`src/rtl/itrd_pkg.sv`:
```
// Shared constants, control-word types and status bundle for the radix digit converter.
// Used by the sequencer, the datapath and the top level.
package itrd_pkg;

    localparam int VALUE_WIDTH   = 32;
    localparam int MAG_W         = VALUE_WIDTH - 1;
    localparam int BITS_PER_STEP = 8;
    localparam int DIV_STEPS     = (MAG_W + BITS_PER_STEP - 1) / BITS_PER_STEP;
    localparam int QUO_W         = DIV_STEPS * BITS_PER_STEP;
    localparam int DIVC_W        = (DIV_STEPS > 1) ? $clog2(DIV_STEPS) : 1;
    localparam int DIG_MAX       = MAG_W;
    localparam int ADDR_W        = (DIG_MAX > 1) ? $clog2(DIG_MAX) : 1;
    localparam int SP_W          = $clog2(DIG_MAX + 1);
    localparam int BASE_W        = 5;
    localparam int REM_W         = 5;
    localparam int DIGIT_W       = 4;
    localparam int STEP_W        = 3;

    localparam logic [BASE_W-1:0] BASE_RESET = BASE_W'(10);
    localparam logic [BASE_W-1:0] BASE_MIN   = BASE_W'(2);
    localparam logic [BASE_W-1:0] BASE_MAX   = BASE_W'(16);

    localparam logic [VALUE_WIDTH-1:0] SIGN_ONLY = {1'b1, {(VALUE_WIDTH-1){1'b0}}};
    localparam logic [VALUE_WIDTH-1:0] POS_MAX   = {1'b0, {(VALUE_WIDTH-1){1'b1}}};

    typedef enum logic [2:0] {
        OP_NOP,
        OP_DIV,
        OP_PUSH,
        OP_POP,
        OP_EMIT
    } t_op;

    typedef enum logic [2:0] {
        C_NONE,
        C_ALWAYS,
        C_IDLE,
        C_DIV_MORE,
        C_QUO_NZ,
        C_STACK_EMPTY
    } t_cond;

    typedef struct packed {
        t_op               op;
        t_cond             cond;
        logic [STEP_W-1:0] target;
    } t_ctrl;

    typedef struct packed {
        logic div_last;
        logic quo_nz;
        logic stack_nz;
    } t_stat;

endpackage

```
`src/rtl/itrd_seq.sv`:
```
// Microcode sequencer: step counter, control store and jump condition select.
// Depends on itrd_pkg for control-word and status types.
module itrd_seq (
    input  logic           i_clk,
    input  logic           i_rst_n,
    input  logic           i_start,
    input  itrd_pkg::t_stat i_stat,
    output itrd_pkg::t_op  o_op,
    output logic           o_busy,
    output logic           o_load
);
    import itrd_pkg::*;

    localparam logic [STEP_W-1:0] ST_IDLE = STEP_W'(0);
    localparam logic [STEP_W-1:0] ST_DIV  = STEP_W'(1);
    localparam logic [STEP_W-1:0] ST_PUSH = STEP_W'(2);
    localparam logic [STEP_W-1:0] ST_POP  = STEP_W'(3);
    localparam logic [STEP_W-1:0] ST_EMIT = STEP_W'(4);
    localparam logic [STEP_W-1:0] ST_POP2 = STEP_W'(5);

    // Control store: jump to target when the condition holds, else fall through.
    function automatic t_ctrl rom_word(input logic [STEP_W-1:0] s);
        t_ctrl w;
        unique case (s)
            ST_IDLE: w = '{OP_NOP,  C_IDLE,        ST_IDLE};
            ST_DIV:  w = '{OP_DIV,  C_DIV_MORE,    ST_DIV};
            ST_PUSH: w = '{OP_PUSH, C_QUO_NZ,      ST_DIV};
            ST_POP:  w = '{OP_POP,  C_NONE,        ST_IDLE};
            ST_EMIT: w = '{OP_EMIT, C_STACK_EMPTY, ST_IDLE};
            ST_POP2: w = '{OP_POP,  C_ALWAYS,      ST_EMIT};
            default: w = '{OP_NOP,  C_ALWAYS,      ST_IDLE};
        endcase
        return w;
    endfunction

    logic [STEP_W-1:0] r_step;
    logic [STEP_W-1:0] n_step;
    t_ctrl             ctrl;
    logic              take;

    assign ctrl   = rom_word(r_step);
    assign o_op   = ctrl.op;
    assign o_busy = (r_step != ST_IDLE);
    assign o_load = i_start && !o_busy;

    always_comb begin
        case (ctrl.cond)
            C_NONE:        take = 1'b0;
            C_ALWAYS:      take = 1'b1;
            C_IDLE:        take = !i_start;
            C_DIV_MORE:    take = !i_stat.div_last;
            C_QUO_NZ:      take = i_stat.quo_nz;
            C_STACK_EMPTY: take = !i_stat.stack_nz;
            default:       take = 1'b0;
        endcase
        n_step = take ? ctrl.target : r_step + 1'b1;
    end

    always_ff @(posedge i_clk) begin
        if (!i_rst_n) begin
            r_step <= ST_IDLE;
        end else begin
            r_step <= n_step;
        end
    end

endmodule

```
`src/rtl/itrd_dp.sv`:
```
// Datapath: base register, sign/magnitude load, 8-bit-per-cycle divider, digit stack, output word.
// Depends on itrd_pkg; driven by the op field of the sequencer's control word.
module itrd_dp (
    input  logic                              i_clk,
    input  logic                              i_rst_n,
    input  logic                              i_load,
    input  logic                              i_base_we,
    input  logic [itrd_pkg::BASE_W-1:0]       i_base_wdata,
    input  logic [itrd_pkg::VALUE_WIDTH-1:0]  i_value,
    input  itrd_pkg::t_op                     i_op,
    output itrd_pkg::t_stat                   o_stat,
    output logic                              o_valid,
    output logic [itrd_pkg::DIGIT_W-1:0]      o_digit,
    output logic                              o_negative,
    output logic                              o_last
);
    import itrd_pkg::*;

    logic [BASE_W-1:0]  r_base;
    logic [BASE_W-1:0]  r_div;
    logic [QUO_W-1:0]   r_quo;
    logic [DIGIT_W-1:0] r_rem;
    logic [DIVC_W-1:0]  r_divc;
    logic [SP_W-1:0]    r_sp;
    logic               r_neg;
    logic [DIGIT_W-1:0] r_rdata;
    logic               r_valid;
    logic [DIGIT_W-1:0] r_digit;
    logic               r_negative;
    logic               r_last;
    logic [DIGIT_W-1:0] mem [DIG_MAX];

    logic [BASE_W-1:0]      eff_base;
    logic [VALUE_WIDTH-1:0] neg_val;
    logic [VALUE_WIDTH-1:0] mag_full;
    logic [QUO_W-1:0]       d_quo;
    logic [REM_W-1:0]       d_rem;
    logic [REM_W-1:0]       d_shift;
    logic [SP_W-1:0]        sp_dec;
    logic                   div_last;

    // Clamp the register into the supported radix range.
    always_comb begin
        if (r_base < BASE_MIN) begin
            eff_base = BASE_MIN;
        end else if (r_base > BASE_MAX) begin
            eff_base = BASE_MAX;
        end else begin
            eff_base = r_base;
        end
    end

    // Magnitude of the input; the most negative value saturates.
    always_comb begin
        neg_val = ~i_value + 1'b1;
        if (!i_value[VALUE_WIDTH-1]) begin
            mag_full = i_value;
        end else if (i_value == SIGN_ONLY) begin
            mag_full = POS_MAX;
        end else begin
            mag_full = neg_val;
        end
    end

    // Eight restoring steps of long division by the base.
    always_comb begin
        d_rem   = {1'b0, r_rem};
        d_quo   = r_quo;
        d_shift = '0;
        for (int k = 0; k < BITS_PER_STEP; k++) begin
            d_shift = {d_rem[REM_W-2:0], d_quo[QUO_W-1]};
            d_quo   = {d_quo[QUO_W-2:0], 1'b0};
            if (d_shift >= r_div) begin
                d_shift  = d_shift - r_div;
                d_quo[0] = 1'b1;
            end
            d_rem = d_shift;
        end
    end

    assign sp_dec          = r_sp - 1'b1;
    assign div_last        = (r_divc == DIVC_W'(DIV_STEPS - 1));
    assign o_stat.div_last = div_last;
    assign o_stat.quo_nz   = |r_quo;
    assign o_stat.stack_nz = (r_sp != '0);

    always_ff @(posedge i_clk) begin
        if (!i_rst_n) begin
            r_base  <= BASE_RESET;
            r_divc  <= '0;
            r_sp    <= '0;
            r_valid <= 1'b0;
        end else begin
            if (i_base_we) begin
                r_base <= i_base_wdata;
            end
            r_valid <= (i_op == OP_EMIT);
            if (i_load) begin
                r_divc <= '0;
                r_sp   <= '0;
            end else begin
                case (i_op)
                    OP_DIV:  r_divc <= div_last ? '0 : r_divc + 1'b1;
                    OP_PUSH: r_sp   <= r_sp + 1'b1;
                    OP_POP:  r_sp   <= sp_dec;
                    default: ;
                endcase
            end
        end
    end

    always_ff @(posedge i_clk) begin
        if (i_load) begin
            r_quo <= QUO_W'(mag_full[MAG_W-1:0]);
            r_rem <= '0;
            r_div <= eff_base;
            r_neg <= i_value[VALUE_WIDTH-1];
        end else begin
            case (i_op)
                OP_DIV: begin
                    r_quo <= d_quo;
                    r_rem <= d_rem[DIGIT_W-1:0];
                end
                OP_PUSH: r_rem <= '0;
                OP_EMIT: begin
                    r_digit    <= r_rdata;
                    r_negative <= r_neg;
                    r_last     <= (r_sp == '0);
                end
                default: ;
            endcase
        end
    end

    // Digit stack: push remainders, pop them most significant first.
    always_ff @(posedge i_clk) begin
        if (i_op == OP_PUSH) begin
            mem[r_sp[ADDR_W-1:0]] <= r_rem;
        end
        if (i_op == OP_POP) begin
            r_rdata <= mem[sp_dec[ADDR_W-1:0]];
        end
    end

    assign o_valid    = r_valid;
    assign o_digit    = r_digit;
    assign o_negative = r_negative;
    assign o_last     = r_last;

endmodule

```
`src/rtl/integer_to_radix_digits.sv`:
```
// Top level of the signed integer to radix digit converter.
// Depends on itrd_pkg, itrd_seq and itrd_dp.
//
//  channel   | ports                                   | handshake
//  ----------+-----------------------------------------+---------------------------------
//  input     | i_value                                 | taken when i_start && !o_busy
//  result    | o_digit, o_negative, o_last             | o_valid for one cycle, no stall
//  base reg  | i_base_wdata                            | written when i_base_we
//
// For each digit of the input in the selected base the run takes divider steps over the whole
// quotient register (eight quotient bits per cycle) plus one push, and each word leaves through a
// pop and an emit step; the word shows in the cycle after emit.
// o_busy is high from the cycle after a word is taken until the last digit is emitted.
// Synchronous active-low reset sets the base to ten and returns the sequencer to idle.
// The receiver cannot stall; every digit is shown for exactly one cycle.
module integer_to_radix_digits (
    input  logic                              i_clk,
    input  logic                              i_rst_n,
    input  logic                              i_start,
    input  logic [itrd_pkg::VALUE_WIDTH-1:0]  i_value,
    input  logic                              i_base_we,
    input  logic [itrd_pkg::BASE_W-1:0]       i_base_wdata,
    output logic                              o_busy,
    output logic                              o_valid,
    output logic [itrd_pkg::DIGIT_W-1:0]      o_digit,
    output logic                              o_negative,
    output logic                              o_last
);
    import itrd_pkg::*;

    t_op   op;
    t_stat stat;
    logic  load;

    itrd_seq u_seq (
        .i_clk   (i_clk),
        .i_rst_n (i_rst_n),
        .i_start (i_start),
        .i_stat  (stat),
        .o_op    (op),
        .o_busy  (o_busy),
        .o_load  (load)
    );

    itrd_dp u_dp (
        .i_clk        (i_clk),
        .i_rst_n      (i_rst_n),
        .i_load       (load),
        .i_base_we    (i_base_we),
        .i_base_wdata (i_base_wdata),
        .i_value      (i_value),
        .i_op         (op),
        .o_stat       (stat),
        .o_valid      (o_valid),
        .o_digit      (o_digit),
        .o_negative   (o_negative),
        .o_last       (o_last)
    );

endmodule

```
`config.mk`:
```
export PLATFORM = sky130hd
export DESIGN_NAME = integer_to_radix_digits
export DESIGN_NICKNAME = d
export VERILOG_FILES = /design/src/rtl/itrd_pkg.sv /design/src/rtl/itrd_seq.sv /design/src/rtl/itrd_dp.sv /design/src/rtl/integer_to_radix_digits.sv
export SDC_FILE = /design/constraint.sdc
export NUM_CORES = 1
export LEC_CHECK = 0
export BUFFER_PORTS_ARGS = -buffer_cell sky130_fd_sc_hd__buf_2
export CAP_MARGIN = 10
export CELL_PAD_IN_SITES_DETAIL_PLACEMENT = 0
export CELL_PAD_IN_SITES_GLOBAL_PLACEMENT = 1
export CORE_UTILIZATION = 35
export DETAILED_ROUTE_END_ITERATION = 7
export HOLD_SLACK_MARGIN = 0.05
export PLACE_DENSITY = 0.59
export SYNTH_ARGS = -nofsm -noshare
export SYNTH_HDL_FRONTEND = slang
export SYNTH_SLANG_ARGS = --single-unit
```
`constraint.sdc`:
```
create_clock -name i_clk -period 15.6 [get_ports i_clk]
set_input_delay 1.56 -clock i_clk [delete_from_list [all_inputs] [get_ports i_clk]]
set_output_delay 1.56 -clock i_clk [all_outputs]
set_load 0.02 [all_outputs]
```
Word-level counts from Yosys, hierarchy flattened
Memory sizes are Yosys's and may differ from the RTL's. A register that Yosys moved wholly into a read port is not among the register bits.
Cells that the tools add are included.
- $add $sub $neg: 13
- order comparisons: 10
- equality and inequality tests: 16
- multiplexer cells: 29
- bitwise logic cells: 3
- reductions and logical operators: 16
- operators by type and width (kind ; count):
    two-way mux 31 bit ; 4
    one-hot mux 9 bit (6 select lines) ; 1
    greater-or-equal comparator 5 bit ; 8
    == test 32 bit, second input constant ; 1
    two-way mux 4 bit ; 8
    OR reduction 32 bit ; 1
    subtractor 4 bit ; 8
    adder 31 x 1 -> 31 bit, second input constant ; 1
    NOT 31 bit ; 1
    == test 3 x 2 -> 1 bit, second input constant ; 6
    == test 3 bit, second input constant ; 5
    two-way mux 1 bit ; 10
    one-hot mux 5 bit (2 select lines) ; 1
    == test 3 x 1 -> 1 bit, second input constant ; 3
    one-hot mux 4 bit (2 select lines) ; 1
    nonzero test 2 bit ; 3
    adder 5 x 1 -> 5 bit, second input constant ; 1
    greater-than comparator 5 bit, second input constant ; 1
    zero test 5 bit ; 1
    less-than comparator 5 x 2 -> 1 bit, second input constant ; 1
    two-way mux 5 bit ; 1
    one-hot mux 1 bit (5 select lines) ; 1
    nonzero test 5 bit ; 1
    subtractor 5 x 1 -> 5 bit, second input constant ; 1
    other kinds (12) ; 17
- bits in registers: 64
- RAM bits: 124
- input port bits: 41
- output and inout port bits: 8
- logic and storage cells: 102
- memories: 1
- memory list (memory ; depth ; width ; read ports ; clocked after Yosys merged registers in ; wr ports ; RTL line ; text):
    u_dp.mem ; 31 ; 4 ; 1 ; 1 ; 1 ; itrd_dp.sv:31 ; logic [DIGIT_W-1:0] mem [DIG_MAX];

Logic depth before layout (Yosys ltp)
Gate-level depths: netlist (run 1).
- word-level depth: 18
- mapped depth: 50
- gate-level depth less buffers: 50

By module
A second synthesis (run 1) with hierarchy kept.
- cells, all modules: 831
- area, all modules: 10455.0 µm²
- by module, submodules not included (module ; times used ; cells each ; area each (µm²) ; seq. area each (µm²)):
    itrd_dp ; 1 ; 791 ; 10127.2 ; 5495.3
    itrd_seq ; 1 ; 40 ; 327.8 ; 60.1

Worst setup path before layout (run 1)
No wires, ideal clock.
- path kind: register to register
- from: reg u_dp.r_div[1]
- to: reg u_dp.r_rem[3]
- setup time: 0.115 ns
- arrival: 10.386 ns
- required time: 15.485 ns
- path slack: 5.099 ns
- stages on the path, launching flop included: 46
- buffers on the path: 0
- clock period less this slack: 10.501 ns
- path through: edfxtp_1 > inv_1 > ha_1 > nand2_1 > o21ai_0 > a31oi_1 > mux2_2 > ha_1 > a21o_1 > a31oi_1 > o21ai_1 > a41oi_1 > nor2_1 > ha_1 > a21o_1 > a31oi_1 > o21ai_1 > mux2_2 > [10 not listed] > ha_1 > a21oi_1 > inv_1 > a31oi_1 > mux2i_1 > ha_1 > a21o_1 > a31oi_1 > o21ai_1 > nand2b_1 > nand2b_1 > o21ai_0 > ha_1 > a21o_1 > a31oi_1 > nor3_1 > a22oi_1 > a21bo_2
- cells in the longest elaborated chain, start to end: 17
- elaborated cells on any way between the ends: 25
- classes of those cells: 8 x add/sub; 8 x order compare; 9 x mux
- ends and longest elaborated chain (item ; RTL line ; text):
    from (decl) ; itrd_dp.sv:20 ; logic [BASE_W-1:0] r_div;
    from (signal assigned) ; itrd_dp.sv:116 ; r_div <= eff_base;
    subtractor 4 bit or greater-or-equal comparator 5 bit (tied branches) ; itrd_dp.sv:74, itrd_dp.sv:73 ;
    two-way mux 4 bit ; itrd_dp.sv:73 ; if (d_shift >= r_div) begin
    subtractor 4 bit or greater-or-equal comparator 5 bit (tied branches) ; itrd_dp.sv:74, itrd_dp.sv:73 ;
    two-way mux 4 bit ; itrd_dp.sv:73 ;
    subtractor 4 bit or greater-or-equal comparator 5 bit (tied branches) ; itrd_dp.sv:74, itrd_dp.sv:73 ;
    two-way mux 4 bit ; itrd_dp.sv:73 ;
    greater-or-equal comparator 5 bit or subtractor 4 bit (tied branches) ; itrd_dp.sv:73, itrd_dp.sv:74 ;
    two-way mux 4 bit ; itrd_dp.sv:73 ;
    subtractor 4 bit or greater-or-equal comparator 5 bit (tied branches) ; itrd_dp.sv:74, itrd_dp.sv:73 ;
    two-way mux 4 bit ; itrd_dp.sv:73 ;
    subtractor 4 bit or greater-or-equal comparator 5 bit (tied branches) ; itrd_dp.sv:74, itrd_dp.sv:73 ;
    two-way mux 4 bit ; itrd_dp.sv:73 ;
    greater-or-equal comparator 5 bit or subtractor 4 bit (tied branches) ; itrd_dp.sv:73, itrd_dp.sv:74 ;
    two-way mux 4 bit ; itrd_dp.sv:73 ;
    subtractor 4 bit or greater-or-equal comparator 5 bit (tied branches) ; itrd_dp.sv:74, itrd_dp.sv:73 ;
    two-way mux 4 bit * ; itrd_dp.sv:73 ;
    one-hot mux 4 bit (2 select lines) * ; itrd_dp.sv:119 ; case (i_op)
    to (signal assigned) ; itrd_dp.sv:122 ; r_rem <= d_rem[DIGIT_W-1:0];
    to (decl) ; itrd_dp.sv:22 ; logic [DIGIT_W-1:0] r_rem;
Every way passes the cells marked *; elsewhere a longest branch is shown, timed or not.
A chain may end at the register's enable or synchronous reset.

Worst setup path after layout (run 1)
Same ends and word-level chain as after synthesis.

==> qor.csv, run 1 <==
stage,metric,value,unit
layout,# diodes,0,
place,I/O Buffers,48,
setup_path,worst setup path start,u_dp.r_div[1],
setup_path,Worst R2R End,u_dp.r_rem[3],
place,DP HPWL,16900,um
timing,final clock skew,0.02525,ns
detailed_routing,initial DRC count,440,
setup_path,Reg2Reg Launch Point,u_dp.r_div[1],
layout,"Net count, final",965,
layout,"Area growth, synth to finish",12.79,%
setup_path,crit path launch type,flop,
clocking,# hold bufs at CTS,0,
synth,largest family of logic cells by synthesized area,simple AND/OR/NAND/NOR gates,
clocking,clock buffer depth,2,
floorplan,num ports,49,
floorplan,Die W,173.3,um
floorplan,num rows,62,
min_path,Hold Path Class,reg2reg,
detailed_routing,Routed met3 length,584,um
setup_path,FF-to-FF path depth,47,
synth,XOR/XNOR Fraction of Synth Area,3.837,%
synth,Yosys reg bits,192,
clocking,clock-pin slew on the worst setup and hold paths,0.07,ns
layout,filler instances,2739,
synth,count of different cell masters after synthesis,61,
synth,Synth Area in Compound Gates,9.878,%
timing,final worst slack,3.068,ns
setup_path,CP max-delay cell,edfxtp_1,
clocking,CTS buffer count,17,
detailed_routing,drt drc,0,
setup_path,Crit. End Element,flop,
synth,asr flop ratio synth,0,%
layout,area of the multi-input gates,0.004461,mm2
timing,count of final hold-check violations,0,
detailed_routing,drt via density,5.173,
setup_path,Worst path max stage delay,0.68,ns
detailed_routing,met2 wire len,12330,um
timing,Peak Freq,79.80,MHz
synth,dominant cell type by area after synthesis,edfxtp_1,
grt,initial antenna violation count,0,
status,outcome,completed,
grt,vias in the first global route,6555,
setup_path,CP endpoint,u_dp.r_rem[3],
grt,largest net degree at the start of global routing,43,
synth,area share of and/or/nand/nor cells after synthesis,11.13,%
detailed_routing,routed wire length,23740,um
timing,Fin Setup TNS,0,ns
detailed_routing,drt wl/cell,18.81,um
synth,synthesized area,0.01027,mm2
setup_path,required time worst endpoint,15.93,ns
setup_path,WS Path Type,reg2reg,
layout,FF/Latch Area,0.005557,mm2
clocking,clock sink count,192,
floorplan,core area,0.02878,mm2
synth,multiplexer area fraction after synthesis,10.74,%
timing,fin. max-slew vios,0,
place,Area after DPL,0.01097,mm2
timing,RSZ-0062 raised after global routing,no,
setup_path,crit-path most repeated cell,ha_1,
floorplan,starting density of the core,35.69,%
detailed_routing,routed metal-1 wirelength,10580,um
detailed_routing,max layer used,met4,
detailed_routing,via count,6528,
synth,number of flops mapped to enable cells by yosys,171,
grt,total congestion overflow,0,
synth,"Primary FF master, synth",edfxtp_1,
clocking,Post-CTS Setup Bufs,0,
synth,dominant cells by area after synthesis,"edfxtp_1 (50%), mux4_2 (7.9%), ha_1 (6.2%)",
synth,Adder-Cell Fraction of Synth Area,7.771,%
synth,Synth top cells by count,"edfxtp_1 (171), nor2_1 (81), a21oi_1 (53)",
synth,area share of the largest cell type after synthesis,49.99,%
job,max_cap viols,0,
layout,final instance area,0.01159,mm2
timing,min Tclk post-route,12.53,ns
synth,sequential area share after synthesis,54.08,%
setup_path,critical path peak fanout,10,
place,RePlAce Congestion,0.7562,
synth,Mean Syn Cell Area,12.59,um2
layout,layout cells sized above 1,17.08,%
grt,All-Layer GR Usage,16.52,%
setup_path,"Arr. time, crit path",12.86,ns
synth,Syn Nets,916,
synth,most common cell in the netlist,edfxtp_1,
floorplan,die height,173.3,um
clocking,post-CTS resize count,0,
detailed_routing,Routed Antenna Nets,0,
timing,slew margin rel.,29.01,%
clocking,later-pin clock latency in the skew report,0.44,ns
detailed_routing,Pre-Repair DR Iteration Count,5,
timing,Tightest Pin Transition,1.055,ns
synth,cell count after synthesis,816,
clocking,H-tree depth,4,
setup_path,internal reg-to-reg setup slack,3.07,ns
synth,Synth Warn #,0,
place,Place WS,3.057,ns
timing,endpoints failing setup,0,
grt,first-pass GRT wire length,37920,um
floorplan,Die Area,0.03004,mm2
clocking,CTS tree,built,
clocking,clk root buf,clkbuf_16,
timing,final period utilization,80.33,%
## metal layers
layer / vias to the layer above / global-route usage (%)
met5: - / 0
met1: 3209 / 20.82
met4: 0 / 4.130
met3: 15 / 2.675
li1: 3202 / -
met2: 102 / 29.38
## kinds of logic (layout without fill, tap and decap cells)
group | Yosys count | in the layout
AOI/OAI and AO/OA | 160 | 160
xor gates and xnor gates | 45 | 45
adders and majority gates | 59 | 59
buffers and inverters | 69 | 131
DFF | 192 | 192
muxes | 64 | 64
and+or+nand+nor | 227 | 227
## per-stage QoR
step                      std cells  utilization (%)  hold WS [ns]
final                          1262            40.26        0.4207
after detailed placement       1230            38.12        0.4045
after floorplan                 816                -        0.4003
after CTS                      1262            40.26        0.4214
after global placement         1230            38.12        0.4041
after global routing           1262            40.26        0.4246
## worst max-delay path, delay by kind of cell, from the launching register on
family	cells	cell delay [ns]
AO/OA/AOI/OAI	26	6.37
adder cells (fa/ha/maj)	8	2.40
multiplexers	4	1.53
AND/OR/NAND/NOR	6	0.78
flip-flops	1	0.68
buffers and inverters	3	0.64
## placed cells by master (no fill, tap or decap), drive strengths merged, types with 4 or more instances in the layout
| master | count |
|---|---|
| a31oi | 14 |
| inv | 45 |
| and3 | 4 |
| o21ai | 28 |
| nand4 | 6 |
| o41ai | 4 |
| nor4 | 14 |
| or3 | 7 |
| nand3b | 6 |
| clkbuf | 17 |
| nor3b | 5 |
| or2 | 4 |
| nand2b | 13 |
| xor2 | 30 |
| ha | 51 |
| mux2i | 18 |
| nand2 | 46 |
| edfxtp | 171 |
| nor2b | 11 |
| mux2 | 10 |
| dfxtp | 21 |
| fa | 8 |
| nor2 | 81 |
| clkinv | 9 |
| a21oi | 53 |
| a22oi | 5 |
| xnor2 | 15 |
| a21o | 16 |
| o31ai | 12 |
| buf | 59 |
| mux4 | 36 |
| nand3 | 5 |
| or3b | 5 |
| nor3 | 11 |
## how the worst min path moves through the flow
stage	from	to	cells after the start
final	u_dp.r_rdata[2]	u_dp.o_digit[2]	0
after global routing	u_dp.r_rdata[2]	u_dp.o_digit[2]	0
after detailed placement	u_dp.r_rdata[2]	u_dp.o_digit[2]	0
after global placement	u_dp.r_rdata[0]	u_dp.o_digit[0]	0
after CTS	u_dp.r_rdata[2]	u_dp.o_digit[2]	0
after floorplan	u_dp.r_rdata[0]	u_dp.o_digit[0]	0
## state kept, by name (all words and copies together), names as in the netlist
name and flops:
u_dp.mem 124, u_dp.o_digit 4, u_dp.o_last 1, u_dp.o_negative 1, u_dp.o_valid 1, u_dp.r_base 5, u_dp.r_div 5, u_dp.r_divc 2
u_dp.r_neg 1, u_dp.r_quo 32, u_dp.r_rdata 4, u_dp.r_rem 4, u_dp.r_sp 5, u_seq.r_step 3
## cell type report
type                       count  area share, %
timing repair buffer          59          2.786
clock buffer                  17          3.672
sequential                   192          47.96
inverter                      40          1.296
tap                          384          4.147
clock inverter                15          1.641
multi-input combinational    555          38.50
Power of run 1 is left out: the tool's default activity adds up to more than one toggle a clock period on the data nets, which glitch-free logic cannot reach.
==> run 2: changes to the inputs <==
PLACE_DENSITY = 0.61   (was 0.59)
clock period = 11.4 ns   (was 15.6 ns; I/O delays follow)
==> qor.csv, run 2 (synthesis gave the netlist of run 1 again) <==
stage,metric,value,unit,change
clocking,H-tree depth,4,,unchanged
grt,first-pass GRT wire length,39050,um,"was 37,920 um"
setup_path,"Arr. time, crit path",10.82,ns,was 12.86 ns
setup_path,Crit. End Element,flop,,unchanged
setup_path,WS Path Type,reg2reg,,unchanged
timing,final worst slack,0.9042,ns,was 3.068 ns
setup_path,CP top delay family,compound AO/OA/AOI/OAI gates,,unchanged
detailed_routing,initial DRC count,476,,was 440
job,max_cap viols,0,,unchanged
layout,"commonest cells after routing, fill and taps aside","edfxtp_1 (171), nor2_1 (81), a21oi_1 (53)",,unchanged
floorplan,num ports,49,,unchanged
floorplan,num rows,62,,unchanged
setup_path,required time worst endpoint,11.73,ns,was 15.93 ns
floorplan,starting density of the core,35.69,%,unchanged
setup_path,worst path buffer plus inverter count,4,,was 3
clocking,Post-CTS Setup Bufs,0,,unchanged
layout,"non-filler cells, final",1272,,"was 1,262"
setup_path,CP max-delay cell,dfxtp_1,,was edfxtp_1
setup_path,crit path launch type,flop,,unchanged
grt,total congestion overflow,0,,unchanged
layout,# diodes,0,,unchanged
detailed_routing,drt drc,0,,unchanged
layout,"most common cell after layout, fill and taps aside",edfxtp_1,,unchanged
place,RePlAce Congestion,0.7757,,was 0.7562
clocking,later-pin clock latency in the skew report,0.44,ns,about the same
floorplan,Die Area,0.03004,mm2,unchanged
place,I/O Buffers,48,,unchanged
clocking,clock sink count,192,,unchanged
floorplan,die height,173.3,um,unchanged
timing,slew margin rel.,28.26,%,was 29.01%
timing,min Tclk post-route,10.50,ns,was 12.53 ns
timing,final period utilization,92.07,%,was 80.33%
place,Post-Place Cells,1240,,"was 1,230"
layout,layout cells sized above 1,18.47,%,was 17.08%
layout,area of the multi-input gates,0.004486,mm2,was 0.004461 mm2
timing,final clock skew,0.02027,ns,was 0.02525 ns
timing,Tightest Pin Transition,1.068,ns,was 1.055 ns
timing,Peak Freq,95.28,MHz,was 79.80 MHz
setup_path,crit-path most repeated cell,ha_1,,unchanged
clocking,clk root buf,clkbuf_16,,unchanged
detailed_routing,Routed Antenna Nets,0,,unchanged
grt,All-Layer GR Usage,16.90,%,was 16.52%
place,DP HPWL,17460,um,"was 16,900 um"
setup_path,Worst path max stage delay,0.44,ns,was 0.68 ns
clocking,clock-pin slew on the worst setup and hold paths,0.07,ns,about the same
clocking,CTS buffer count,17,,unchanged
clocking,clock buffer depth,2,,unchanged
detailed_routing,drt via density,5.195,,was 5.173
layout,filler instances,2786,,"was 2,739"
detailed_routing,via count,6608,,"was 6,528"
grt,largest net degree at the start of global routing,40,,was 43
min_path,Hold Path Class,reg2reg,,unchanged
timing,Fin Setup TNS,0,ns,unchanged
grt,initial antenna violation count,0,,unchanged
layout,"Area growth, synth to finish",13.33,%,was 12.79%
detailed_routing,routed wire length,24310,um,"was 23,740 um"
timing,fin. max-slew vios,0,,unchanged
timing,count of final hold-check violations,0,,unchanged
clocking,CTS tree,built,,unchanged
detailed_routing,drt wl/cell,19.11,um,was 18.81 um
grt,vias in the first global route,6838,,"was 6,555"
place,Place WS,0.3018,ns,was 3.057 ns
layout,max FFs per register,124,,unchanged
layout,FF/Latch Area,0.005557,mm2,unchanged
floorplan,Die W,173.3,um,unchanged
layout,"Net count, final",975,,was 965
timing,endpoints failing setup,0,,unchanged
detailed_routing,Pre-Repair DR Iteration Count,5,,unchanged
floorplan,core area,0.02878,mm2,unchanged
status,outcome,completed,,unchanged
setup_path,critical path peak fanout,10,,unchanged
[run 2: cell count changes in the layout (fill, tap and decap cells not counted), sizes merged]
cell	previous run	this run
clkbuf	17	18
inv	45	48
buf	59	69
clkinv	9	6
bufinv	1	0
[run 2: final cells by class]
cell class | instances | share of cell area (%)
Clock buffer | 18 | 3.687
Clock inverter | 14 | 1.215
Inverter | 40 | 1.290
Multi-Input combinational cell | 555 | 38.53
Sequential cell | 192 | 47.73
Tap cell | 384 | 4.127
Timing Repair Buffer | 69 | 3.418
[run 2: repair_timing]
| action | CTS | global route |
|---|---|---|
| endpoints found under the setup margin | 0 | 5 |
| hold endpoints to repair | 0 | 0 |
| hold buffers | 0 | 0 |
| gates resized for setup | 0 | 5 |
[run 2: path summary, 6_finish.rpt]
check                           slack, ns       startpoint  cells past startpoint         endpoint
worst max register to register       0.90   u_dp.r_quo[31]                     47    u_dp.r_rem[3]
worst min-delay path                 0.42  u_dp.r_rdata[3]                      0  u_dp.o_digit[3]
worst min register to register       0.42  u_dp.r_rdata[3]                      0  u_dp.o_digit[3]
worst max-delay path                 0.90   u_dp.r_quo[31]                     47    u_dp.r_rem[3]
[run 2: per-layer routing]
metal  vias to the layer above  global-route usage, %  share of wire (%)
met5                         -                      0                  0
met4                         0                  4.351                1.2
met3                        18                  2.083                2.7
met2                       111                  29.53                 51
met1                      3250                  22.13                 45
li1                       3229                      -                  -
[run 2: per-stage QoR]
stage	util, %	hold slack [ns]	cell area, um2
3_5_place_dp	38.38	0.4045	11050
4_1_cts	40.36	0.4225	11620
5_1_grt	40.45	0.4461	11640
3_3_place_gp	38.38	0.4084	11050
2_1_floorplan	-	0.4003	10270
6_report	40.45	0.4202	11640
Power of run 2 is left out for the same reason.
